`src/hnp_pkg.sv`:
```
`timescale 1ns / 1ps

package hnp_pkg;

	localparam int INDEX_BITS_DEF    = 29;
	localparam int MAX_NEIGHBORS_DEF = 2048;

	localparam int IDX_W    = 29;
	localparam int WORD_W   = 32;
	localparam int COORD_W  = 32;
	localparam int COUNT_W  = 12;
	localparam int TOL_W    = 31;
	localparam int CUT_W    = 62;

	localparam int CFG_ADDR_W = 6;
	localparam int CFG_DATA_W = 64;

	typedef enum logic [2:0] {
		REG_NEWTON_MODE    = 3'd0,
		REG_TRICLINIC_MODE = 3'd1,
		REG_TRIM_ENABLE    = 3'd2,
		REG_LOCAL_COUNT    = 3'd3,
		REG_TOLERANCE      = 3'd4,
		REG_CUTOFF_SQUARED = 3'd5
	} hnp_reg_t;

	localparam logic             NEWTON_MODE_RST    = 1'b1;
	localparam logic             TRICLINIC_MODE_RST = 1'b0;
	localparam logic             TRIM_ENABLE_RST    = 1'b0;
	localparam logic [IDX_W-1:0] LOCAL_COUNT_RST    = '0;
	localparam logic [TOL_W-1:0] TOLERANCE_RST      = 31'd655;
	localparam logic [CUT_W-1:0] CUTOFF_SQUARED_RST = '0;

	typedef struct packed {
		logic             newton_mode;
		logic             triclinic_mode;
		logic             trim_enable;
		logic [IDX_W-1:0] local_count;
		logic [TOL_W-1:0] tolerance;
		logic [CUT_W-1:0] cutoff_squared;
	} hnp_cfg_t;

	typedef struct packed {
		logic [IDX_W-1:0]          atom_index;
		logic                      has_neighbor;
		logic [WORD_W-1:0]         neighbor_word;
		logic                      last_neighbor;
		logic signed [COORD_W-1:0] atom_x;
		logic signed [COORD_W-1:0] atom_y;
		logic signed [COORD_W-1:0] atom_z;
		logic signed [COORD_W-1:0] nbr_x;
		logic signed [COORD_W-1:0] nbr_y;
		logic signed [COORD_W-1:0] nbr_z;
	} hnp_in_t;

	typedef struct packed {
		logic               keep;
		logic [WORD_W-1:0]  kept_word;
		logic [IDX_W-1:0]   owner_index;
		logic               atom_done;
		logic [COUNT_W-1:0] kept_count;
		logic [IDX_W-1:0]   atoms_done;
		logic               overflow;
	} hnp_out_t;

endpackage

```
`src/hnp_cfg_regs.sv`:
```
`timescale 1ns / 1ps

module hnp_cfg_regs (
	input  logic                             clk,
	input  logic                             arst_n,
	input  logic                             psel,
	input  logic                             penable,
	input  logic                             pwrite,
	input  logic [hnp_pkg::CFG_ADDR_W-1:0]  paddr,
	input  logic [hnp_pkg::CFG_DATA_W-1:0]  pwdata,
	output logic [hnp_pkg::CFG_DATA_W-1:0]  prdata,
	output logic                             pready,
	output hnp_pkg::hnp_cfg_t                cfg
);

	hnp_pkg::hnp_cfg_t cfg_q;
	hnp_pkg::hnp_reg_t reg_sel;
	logic              wr_en;

	assign reg_sel = hnp_pkg::hnp_reg_t'(paddr[5:3]);
	assign wr_en   = psel && penable && pwrite;
	assign pready  = 1'b1;
	assign cfg     = cfg_q;

	always_ff @(posedge clk or negedge arst_n) begin
		if (!arst_n) begin
			cfg_q.newton_mode    <= hnp_pkg::NEWTON_MODE_RST;
			cfg_q.triclinic_mode <= hnp_pkg::TRICLINIC_MODE_RST;
			cfg_q.trim_enable    <= hnp_pkg::TRIM_ENABLE_RST;
			cfg_q.local_count    <= hnp_pkg::LOCAL_COUNT_RST;
			cfg_q.tolerance      <= hnp_pkg::TOLERANCE_RST;
			cfg_q.cutoff_squared <= hnp_pkg::CUTOFF_SQUARED_RST;
		end else if (wr_en) begin
			unique case (reg_sel)
				hnp_pkg::REG_NEWTON_MODE:    cfg_q.newton_mode    <= pwdata[0];
				hnp_pkg::REG_TRICLINIC_MODE: cfg_q.triclinic_mode <= pwdata[0];
				hnp_pkg::REG_TRIM_ENABLE:    cfg_q.trim_enable    <= pwdata[0];
				hnp_pkg::REG_LOCAL_COUNT:
					cfg_q.local_count <= pwdata[hnp_pkg::IDX_W-1:0];
				hnp_pkg::REG_TOLERANCE:
					cfg_q.tolerance <= pwdata[hnp_pkg::TOL_W-1:0];
				hnp_pkg::REG_CUTOFF_SQUARED:
					cfg_q.cutoff_squared <= pwdata[hnp_pkg::CUT_W-1:0];
				default: ;
			endcase
		end
	end

	always_comb begin
		prdata = '0;
		unique case (reg_sel)
			hnp_pkg::REG_NEWTON_MODE:    prdata[0] = cfg_q.newton_mode;
			hnp_pkg::REG_TRICLINIC_MODE: prdata[0] = cfg_q.triclinic_mode;
			hnp_pkg::REG_TRIM_ENABLE:    prdata[0] = cfg_q.trim_enable;
			hnp_pkg::REG_LOCAL_COUNT:
				prdata[hnp_pkg::IDX_W-1:0] = cfg_q.local_count;
			hnp_pkg::REG_TOLERANCE:
				prdata[hnp_pkg::TOL_W-1:0] = cfg_q.tolerance;
			hnp_pkg::REG_CUTOFF_SQUARED:
				prdata[hnp_pkg::CUT_W-1:0] = cfg_q.cutoff_squared;
			default: prdata = '0;
		endcase
	end

endmodule

```
`config.mk`:
```
export PLATFORM = sky130hd
export DESIGN_NAME = hnp_cfg_regs
export DESIGN_NICKNAME = d
export VERILOG_FILES = /design/src/hnp_pkg.sv /design/src/hnp_cfg_regs.sv
export SDC_FILE = /design/constraint.sdc
export NUM_CORES = 1
export LEC_CHECK = 0
export BUFFER_PORTS_ARGS = -buffer_cell sky130_fd_sc_hd__buf_2
export CAP_MARGIN = 20
export CORE_UTILIZATION = 52
export CTS_BUF_LIST = sky130_fd_sc_hd__clkbuf_8
export CTS_CLUSTER_SIZE = 8
export DETAILED_ROUTE_END_ITERATION = 6
export MAX_ROUTING_LAYER = met4
export PLACE_DENSITY = 0.88
export REMOVE_ABC_BUFFERS = 1
export SLEW_MARGIN = 20
export SYNTH_ARGS = -nofsm -noshare
export SYNTH_HDL_FRONTEND = slang
export SYNTH_SLANG_ARGS = --single-unit
```
`constraint.sdc`:
```
create_clock -name clk -period 2.47 [get_ports clk]
set_input_delay 0.494 -clock clk [delete_from_list [all_inputs] [get_ports clk]]
set_output_delay 0.494 -clock clk [all_outputs]
set_load 0.02 [all_outputs]
```
==> results of run 1 <==
## cells by family (layout without fill, tap and decap cells)
logic type / count (synthesis) / count (layout) / synth area share [%]
DFF: 125 / 125 / 54.8
buffers and inverters: 31 / 301 / 4.02
and+or+nand+nor: 75 / 75 / 7.46
AOI/OAI and AO/OA: 30 / 30 / 2.73
muxes: 157 / 157 / 30.8
other: 2 / 3 / 0.131
## per-layer routing
layer / vias up / part of all wire [%] / GRT usage, %
met2: 185 / 54 / 48.7
met4: 0 / 1.9 / 10.6
met3: 29 / 5.1 / 6.57
li1: 2003 / - / -
met5: - / 0 / -
met1: 2320 / 39 / 32.6
## cell usage after synthesis (all sizes together) (2+ instances only)
cell / n / share of area, %
and3: 31 / 3.4
nor2: 6 / 0.72
dfrtp: 118 / 52
conb: 2 / 0.13
clkbuf: 10 / 0.66
dfstp: 7 / 3.2
buf: 21 / 3.4
nor3: 2 / 0.17
nand2b: 2 / 0.35
o21ai: 28 / 2.4
nand2: 29 / 1.9
mux2i: 32 / 5.6
mux2: 125 / 25
## power groups by stage
stage / Sequential (W) / Combinational (W) / Clock, W
6_report: 0.00279 / 0.00184 / 0.00203
5_1_grt: 0.00285 / 0.00195 / 0.00215
4_1_cts: 0.00279 / 0.00185 / 0.00207
3_5_place_dp: 0.00282 / 0.00184 / 0
3_3_place_gp: 0.00278 / 0.00178 / 0
2_1_floorplan: 0.00326 / 0.000589 / 0
## cell type report
cell class | count | area [um2] | area share [%]
flip-flops and latches | 125 | 3140 | 41.4
multi-input cells | 265 | 2370 | 31.3
repair buffers | 269 | 1450 | 19.1
clock buffers | 19 | 262 | 3.45
clock inverters | 13 | 196 | 2.59
well taps | 136 | 170 | 2.24
## layout by cell type, fill, tap and decap left out
| master | n |
|---|---|
| nor2b_1 | 1 |
| buf_4 | 8 |
| and3b_1 | 1 |
| and3_1 | 31 |
| nor3_1 | 2 |
| conb_1 | 3 |
| clkbuf_8 | 19 |
| clkinv_4 | 1 |
| clkinvlp_4 | 2 |
| nor2_8 | 1 |
| mux2_1 | 9 |
| buf_12 | 5 |
| nand4_4 | 1 |
| dfstp_2 | 7 |
| clkinv_2 | 3 |
| mux2_4 | 10 |
| dfrtp_1 | 118 |
| bufinv_16 | 5 |
| nor2_1 | 3 |
| nor2_4 | 2 |
| nand4b_1 | 1 |
| mux2i_1 | 32 |
| buf_2 | 255 |
| nand2b_1 | 1 |
| mux2_2 | 106 |
| o221ai_1 | 1 |
| o21ai_0 | 28 |
| nand3b_1 | 1 |
| nand2_1 | 29 |
| nand2b_4 | 1 |
| dlygate4sd3_1 | 1 |
| inv_1 | 2 |
| o21a_1 | 1 |
## how the worst max path moves through the flow
stage                         from         end  slack (ps)
final                     paddr[3]  prdata[22]         270
after global placement    paddr[3]   prdata[9]         400
after CTS                 paddr[3]  prdata[22]         290
after global routing      paddr[3]  prdata[22]         210
after detailed placement  paddr[3]  prdata[17]         330
after floorplan             pwrite    cfg[103]        -220
## metrics by stage
stage | power (W) | utilization [%] | area [um2] | setup WS (ps) | setup TNS, ps
after floorplan | 0.00385 | - | 5500 | -216 | -5390
after global placement | 0.00456 | 67.7 | 7120 | 401 | 0
after detailed placement | 0.00466 | 67.7 | 7120 | 331 | 0
after CTS | 0.00671 | 72.2 | 7580 | 290 | 0
after global routing | 0.00694 | 72.2 | 7580 | 211 | 0
final | 0.00667 | 72.2 | 7580 | 269 | 0
==> metrics.txt, run 1 <==
status=complete, no violations; GPL Wtd Cong=0.789; DRT Wirelength=15,400 um; synthesized area per cell=13.6 um2; hold slack=289 ps; Post-synth EDFFs=0; Clock power frac=30.5%; combinational share of power=27.6%; CP max-delay cell=buf_4; Slew Limit Fails=0; total track usage=28.4%; hold_sp=pwdata[33]; top_reg_cell synth=dfrtp_1; CP Capture Type=output pin; Clock Skews=0 ps; H-tree Lvls=4; Synth Instances=420; worst hold endpoint=cfg[33]; Levels on crit path=5; Avg WL per Cell=18.6 um; fin crit share=89.1%; 1st-iter DRT viols=270; unique cell type count in the Yosys netlist=28; Worst R2R End=cfg[11]; number of nets still failing antenna checks after routing=0; Post-CTS Hold Buffers=1; # DRC=0; sw power=0.00221 W; initial antenna violation count=0; CTS tree=done; Setup Fix Bufs, Post-CTS=0; type of origin of the critical path=input pin; Reg clk slew, reported paths=80 ps; sw frac=33.1%; worst r2r src=cfg[11]; most used cell, CP=buf_2; largest net degree at the start of global routing=66; clock latency on the worst-skew pair=420 ps; full die area=11,400 um2; share of flip-flops with an asynchronous set or reset=100%; Hold Path Class=input pin to register; vias in the first global route=4,575; synth warn=0; Fill cells=729; synthesized cell area=5720 um2; max reg flops=125; clk root buf=clkbuf_8; upper clock frequency limit=454 MHz; Ports=265; pwr dens=879 nW/um2; Port-buffer cells=256; share of cells above drive strength 1=61.6%; dpl cells=794; TritonCTS buffer count=17; Non-Filler Instances=827; area added between synthesis and finish=32.5%; Period minus WS final=2200 ps; Initial Utilization=54.5%; crit path max fanout=41; Rows=37; Peak VDD IR=0.000739 V; post_cts resized=0; Int Pwr=0.00446 W; global-route wire length before repair=24,000 um; reg-to-reg setup timing slack=1660 ps; Core Region=10,500 um2; Buf/Inv on CP=3; count of final setup violators=0; CP arrival=1710 ps; total gr overflow=0; Die X=107 um; sequential element share of the synthesized area=54.8%; via count=4,537; worst path required time=1980 ps; Crit Path Category=input pin to output pin; number of synthesized register bits=125; share of power burned in registers=41.9%; Final Hold Viols=0; Die Ht=107 um; vias per cell=5.49; clock tree buffer depth=2; Crit path max-delay family=buffers and inverters; clk sink count=125; Pre-antenna DRT Iters=6; worst hold path depth=2; unrepaired setup endpoints after global routing=false; crit path cell chain=buf_2, buf_4, mux2i_1, o21ai_0, buf_2; Final Net Count=753; Detail Placement HPWL=10,800 um; worst r2r path cells=1; Pleak=4.16 nW; CP max stage delay=420 ps; ANT cells=0; maximum capacitance violations=0
Power figures use the tool's default switching activity.
==> run 2: changes to the inputs <==
==> constraint.sdc (replaced) <==
create_clock -name clk -period 2.65 [get_ports clk]
set_input_delay 0.265 -clock clk [delete_from_list [all_inputs] [get_ports clk]]
set_output_delay 0.265 -clock clk [all_outputs]
set_load 0.02 [all_outputs]
==> metrics.txt, run 2 (synthesized netlist as in run 1, its figures left out) <==
status=complete, no violations; CP arrival=1590 ps; crit path max fanout=3; worst hold path depth=2; clock latency on the worst-skew pair=430 ps; vias in the first global route=4,536; Setup Fix Bufs, Post-CTS=0; Avg WL per Cell=18.4 um; Fill cells=740; vias per cell=5.40; # DRC=0; Detail Placement HPWL=10,800 um; Final Hold Viols=0; Non-Filler Instances=825; commonest cells after routing, fill and taps aside=buf_2, dfrtp_1, mux2_2; worst hold endpoint=cfg[59]; Post-CTS Hold Buffers=1; Core Region=10,500 um2; max reg flops=125; 1st-iter DRT viols=251; Pleak=4.12 nW; Reg clk slew, reported paths=70 ps; Clock Skews=0 ps; post_cts resized=0; DRT Wirelength=15,200 um; CTS tree=done; TritonCTS buffer count=17; Period minus WS final=1860 ps; Ports=265; Worst R2R End=cfg[36]; count of final setup violators=0; Slew Limit Fails=0; Rows=37; largest net degree at the start of global routing=63; Peak VDD IR=0.000464 V; full die area=11,400 um2; Final Net Count=751; most common cell after layout, fill and taps aside=buf_2; dpl cells=792; type of origin of the critical path=register; share of cells above drive strength 1=61.1%; total track usage=27.8%; Die Ht=107 um; Crit Path Category=register to output pin; unrepaired setup endpoints after global routing=false; fin crit share=70.2%; reg-to-reg setup timing slack=1810 ps; worst r2r path cells=1; area added between synthesis and finish=30.1%; total power=0.00583 W; Initial Utilization=54.5%; CP Capture Type=output pin; CP Launch Point=cfg[124]; Pre-antenna DRT Iters=4; maximum capacitance violations=0; final setup TNS=0 ps; H-tree Lvls=4; Hold Path Class=input pin to register; number of nets still failing antenna checks after routing=0; hold_sp=pwdata[59]; Die X=107 um; clk root buf=clkbuf_8; worst r2r src=cfg[36]; Port-buffer cells=256; initial antenna violation count=0; total gr overflow=0; GPL Wtd Cong=0.757; clock tree buffer depth=2; worst path required time=2380 ps; pwr dens=783 nW/um2; upper clock frequency limit=538 MHz; global-route wire length before repair=23,500 um; ANT cells=0; clk sink count=125; via count=4,453
run 2: cell types whose count changed in the layout (fill, tap and decap cells not counted):
cell / previous run / this run
bufinv_16: 5 / 2
clkbuf_8: 19 / 18
buf_12: 5 / 3
inv_1: 2 / 5
clkinv_4: 1 / 0
clkinvlp_4: 2 / 0
clkinv_2: 3 / 7
run 2: metal layers:
layer  routed length, um  GRT usage [%]  vias to the layer above
met4                 374           12.5                        0
met3                 840           6.57                       35
met5                   0              -                        -
met1                6040           32.2                     2222
li1                    -              -                     1999
met2                7910           46.2                      197
run 2: per-stage QoR:
step           hold slack (ps)  instance area, um2  setup WS (ps)  utilization [%]
2_1_floorplan            -30.6                5500            193                -
3_3_place_gp               248                7080            685             67.3
3_5_place_dp               254                7080            614             67.3
4_1_cts                   26.6                7450            747             70.9
5_1_grt                   30.0                7450            690             70.9
6_report                  52.0                7450            790             70.9
run 2: how the worst max path moves through the flow:
stage	to	slack [ps]	depth (start not counted)
6_report	prdata[0]	790	4
5_1_grt	prdata[0]	690	4
4_1_cts	prdata[0]	750	4
3_5_place_dp	cfg[43]	610	5
3_3_place_gp	cfg[50]	680	5
2_1_floorplan	cfg[103]	190	3
run 2: power by group:
group,internal (W),switching [W],total [W]
sequential,0.00230,0.000298,0.00260
combinational,0.000692,0.00101,0.00170
clock,0.000830,0.000704,0.00153
total,0.00382,0.00201,0.00583
run 2: area by class of cell:
type,count,area [um2],share of cell area [%]
clock buffers,18,248,3.33
clock inverters,14,114,1.53
multi-input cells,265,2370,31.9
flip-flops and latches,125,3140,42.1
well taps,136,170,2.28
repair buffers,267,1410,18.9
run 2: critical path: stages (launching register included):
cell and delay, ps:
dfstp_2 550, mux2i_1 70, o21a_1 170, o221ai_1 170
buf_2 200
==> run 3: changes to the inputs <==
- ABC_AREA: not set -> 1
- CORE_UTILIZATION: 52 -> 49
- PLACE_DENSITY: 0.88 -> 0.83
- clock period: 2.65 -> 1.9 ns (I/O delays scaled with it)
==> metrics.txt, run 3 <==
Non-Filler Instances=1,187; clock latency on the worst-skew pair=410 ps; Peak VDD IR=0.000608 V; area added between synthesis and finish=40.8%; total track usage=29.9%; Core Util, Final=70.9%; Slew Limit Fails=0; slew margin rel.=44.5%; share of power burned in registers=44.2%; 1st-iter DRT viols=417; maximum capacitance violations=0; Avg WL per Cell=14.8 um; clk sink count=125; total gr overflow=0; Port-buffer cells=256; final setup TNS=0 ps; worst r2r path cells=2; clk root buf=clkbuf_8; via count=6,052; Crit Path Category=input pin to output pin; Pre-antenna DRT Iters=5; synthesized area per cell=7.89 um2; Post-synth EDFFs=0; worst slew pin tran=830 ps; global-route wire length before repair=26,800 um; Reg clk slew, reported paths=70 ps; dpl cells=1,097; ranking of synthesized cells by area=dfrtp_1, nand2_1, o21ai_0; sw power=0.00302 W; Synth top cells by count=nand2_1, dfrtp_1, o21ai_0; synth warn=0; Rows=39; max reg flops=125; crit path max fanout=21; largest net degree at the start of global routing=71; unique cell type count in the Yosys netlist=24; fin crit share=81.8%; Worst R2R End=cfg[69]; type of origin of the critical path=input pin; Fill cells=884; worst hold path depth=3; Hold Path Class=input pin to register; sequential element share of the synthesized area=54.5%; most common cell after layout, fill and taps aside=nand2_1; worst r2r src=cfg[69]; Final Hold Viols=0; clock tree buffer depth=2; total power=0.00814 W; TritonCTS buffer count=17; synthesized cell area=5750 um2; Clock power frac=25.6%; vias per cell=5.10; Int Pwr=0.00512 W; number of nets still failing antenna checks after routing=0; DRT Wirelength=17,500 um; unrepaired setup endpoints after global routing=false; ANT cells=0; Die X=110 um; CP Capture Type=output pin; combinational share of power=30.2%; most frequent cell after synthesis=nand2_1; commonest cells after routing, fill and taps aside=nand2_1, buf_2, dfrtp_1; # DRC=0; CP endpoint=prdata[1]; Clock Skews=0 ps; initial antenna violation count=0; Core Region=11,400 um2; Pleak=4.53 nW; Period minus WS final=1550 ps; Synth top area share=51.3%; full die area=12,200 um2; Final Net Count=1,108; Synth Instances=729; CP Launch Point=paddr[3]; H-tree Lvls=4; reg-to-reg setup timing slack=1100 ps; vias in the first global route=5,614; cell accounting for the most synthesized area=dfrtp_1; CTS tree=done; Detail Placement HPWL=11,100 um; CP arrival=1360 ps; Die Ht=110 um; worst path required time=1710 ps; Ports=265; share of cells above drive strength 1=30.8%; upper clock frequency limit=643 MHz; status=complete, no violations; count of final setup violators=0; sw frac=37.1%; Initial Utilization=50.4%; pwr dens=1000 nW/um2; top_reg_cell synth=dfrtp_1; GPL Wtd Cong=0.774; number of synthesized register bits=125; share of flip-flops with an asynchronous set or reset=100%
[run 3: repair_timing]
action	in CTS	in global routing
hold buffers	60	0
endpoints found under the hold margin	133	0
buffers inserted	0	0
gates resized for setup	0	0
[run 3: per-stage QoR]
| stage | area, um2 | setup slack [ps] | hold slack, ps |
|---|---|---|---|
| floorplan | 5480 | -680 | -106 |
| global placement | 7140 | 299 | 227 |
| detailed placement | 7140 | 258 | 226 |
| CTS | 8100 | 314 | 2.15 |
| global route | 8100 | 219 | 17.5 |
| finish | 8100 | 346 | 21.0 |
[run 3: cell families (layout without fill, tap and decap cells)]
logic type	count (synthesis)	count (layout)	share of synthesized area, %
AO/OA/AOI/OAI	126	126	11.0
buffers and inverters	91	405	7.61
flip-flops	125	125	54.5
other	2	3	0.131
AND/OR/NAND/NOR	385	385	26.7
[run 3: layout make-up]
| class | count | area, um2 | area share [%] |
|---|---|---|---|
| Multi-Input combinational cell | 514 | 2190 | 27.0 |
| Clock buffer | 19 | 262 | 3.23 |
| Tap cell | 143 | 179 | 2.21 |
| Inverter | 43 | 161 | 1.99 |
| Timing Repair Buffer | 332 | 2080 | 25.7 |
| Sequential cell | 125 | 3140 | 38.7 |
| Clock inverter | 11 | 96.3 | 1.19 |
[run 3: metal layers]
metal  routed length, um  vias to the layer above  GRT usage, %
met5                   0                        -             -
met4                 402                        0          11.7
met1                7170                     2824          35.2
met2                8730                      302          50.0
li1                    -                     2894             -
met3                1220                       32          6.64
[run 3: worst min path at each step]
stage	start	end	slack, ps
floorplan	arst_n	cfg[0]	-110
global placement	arst_n	cfg[3]	230
detailed placement	arst_n	cfg[3]	230
CTS	pwdata[18]	cfg[80]	2
global route	pwdata[0]	cfg[62]	20
finish	pwdata[40]	cfg[40]	20
[run 3: critical path, cell delays in order]
cell	delay, ps
buf_2	160
nor2_2	180
nand2_2	120
inv_2	200
buf_12	190
nand2_1	60
nand3_1	80
buf_2	170
[run 3: power by group through the flow]
stage | combinational [W] | clock [W] | sequential [W]
floorplan | 0.000683 | 0 | 0.00425
global placement | 0.00230 | 0 | 0.00361
detailed placement | 0.00235 | 0 | 0.00362
CTS | 0.00245 | 0.00213 | 0.00359
global route | 0.00270 | 0.00225 | 0.00367
finish | 0.00246 | 0.00209 | 0.00360
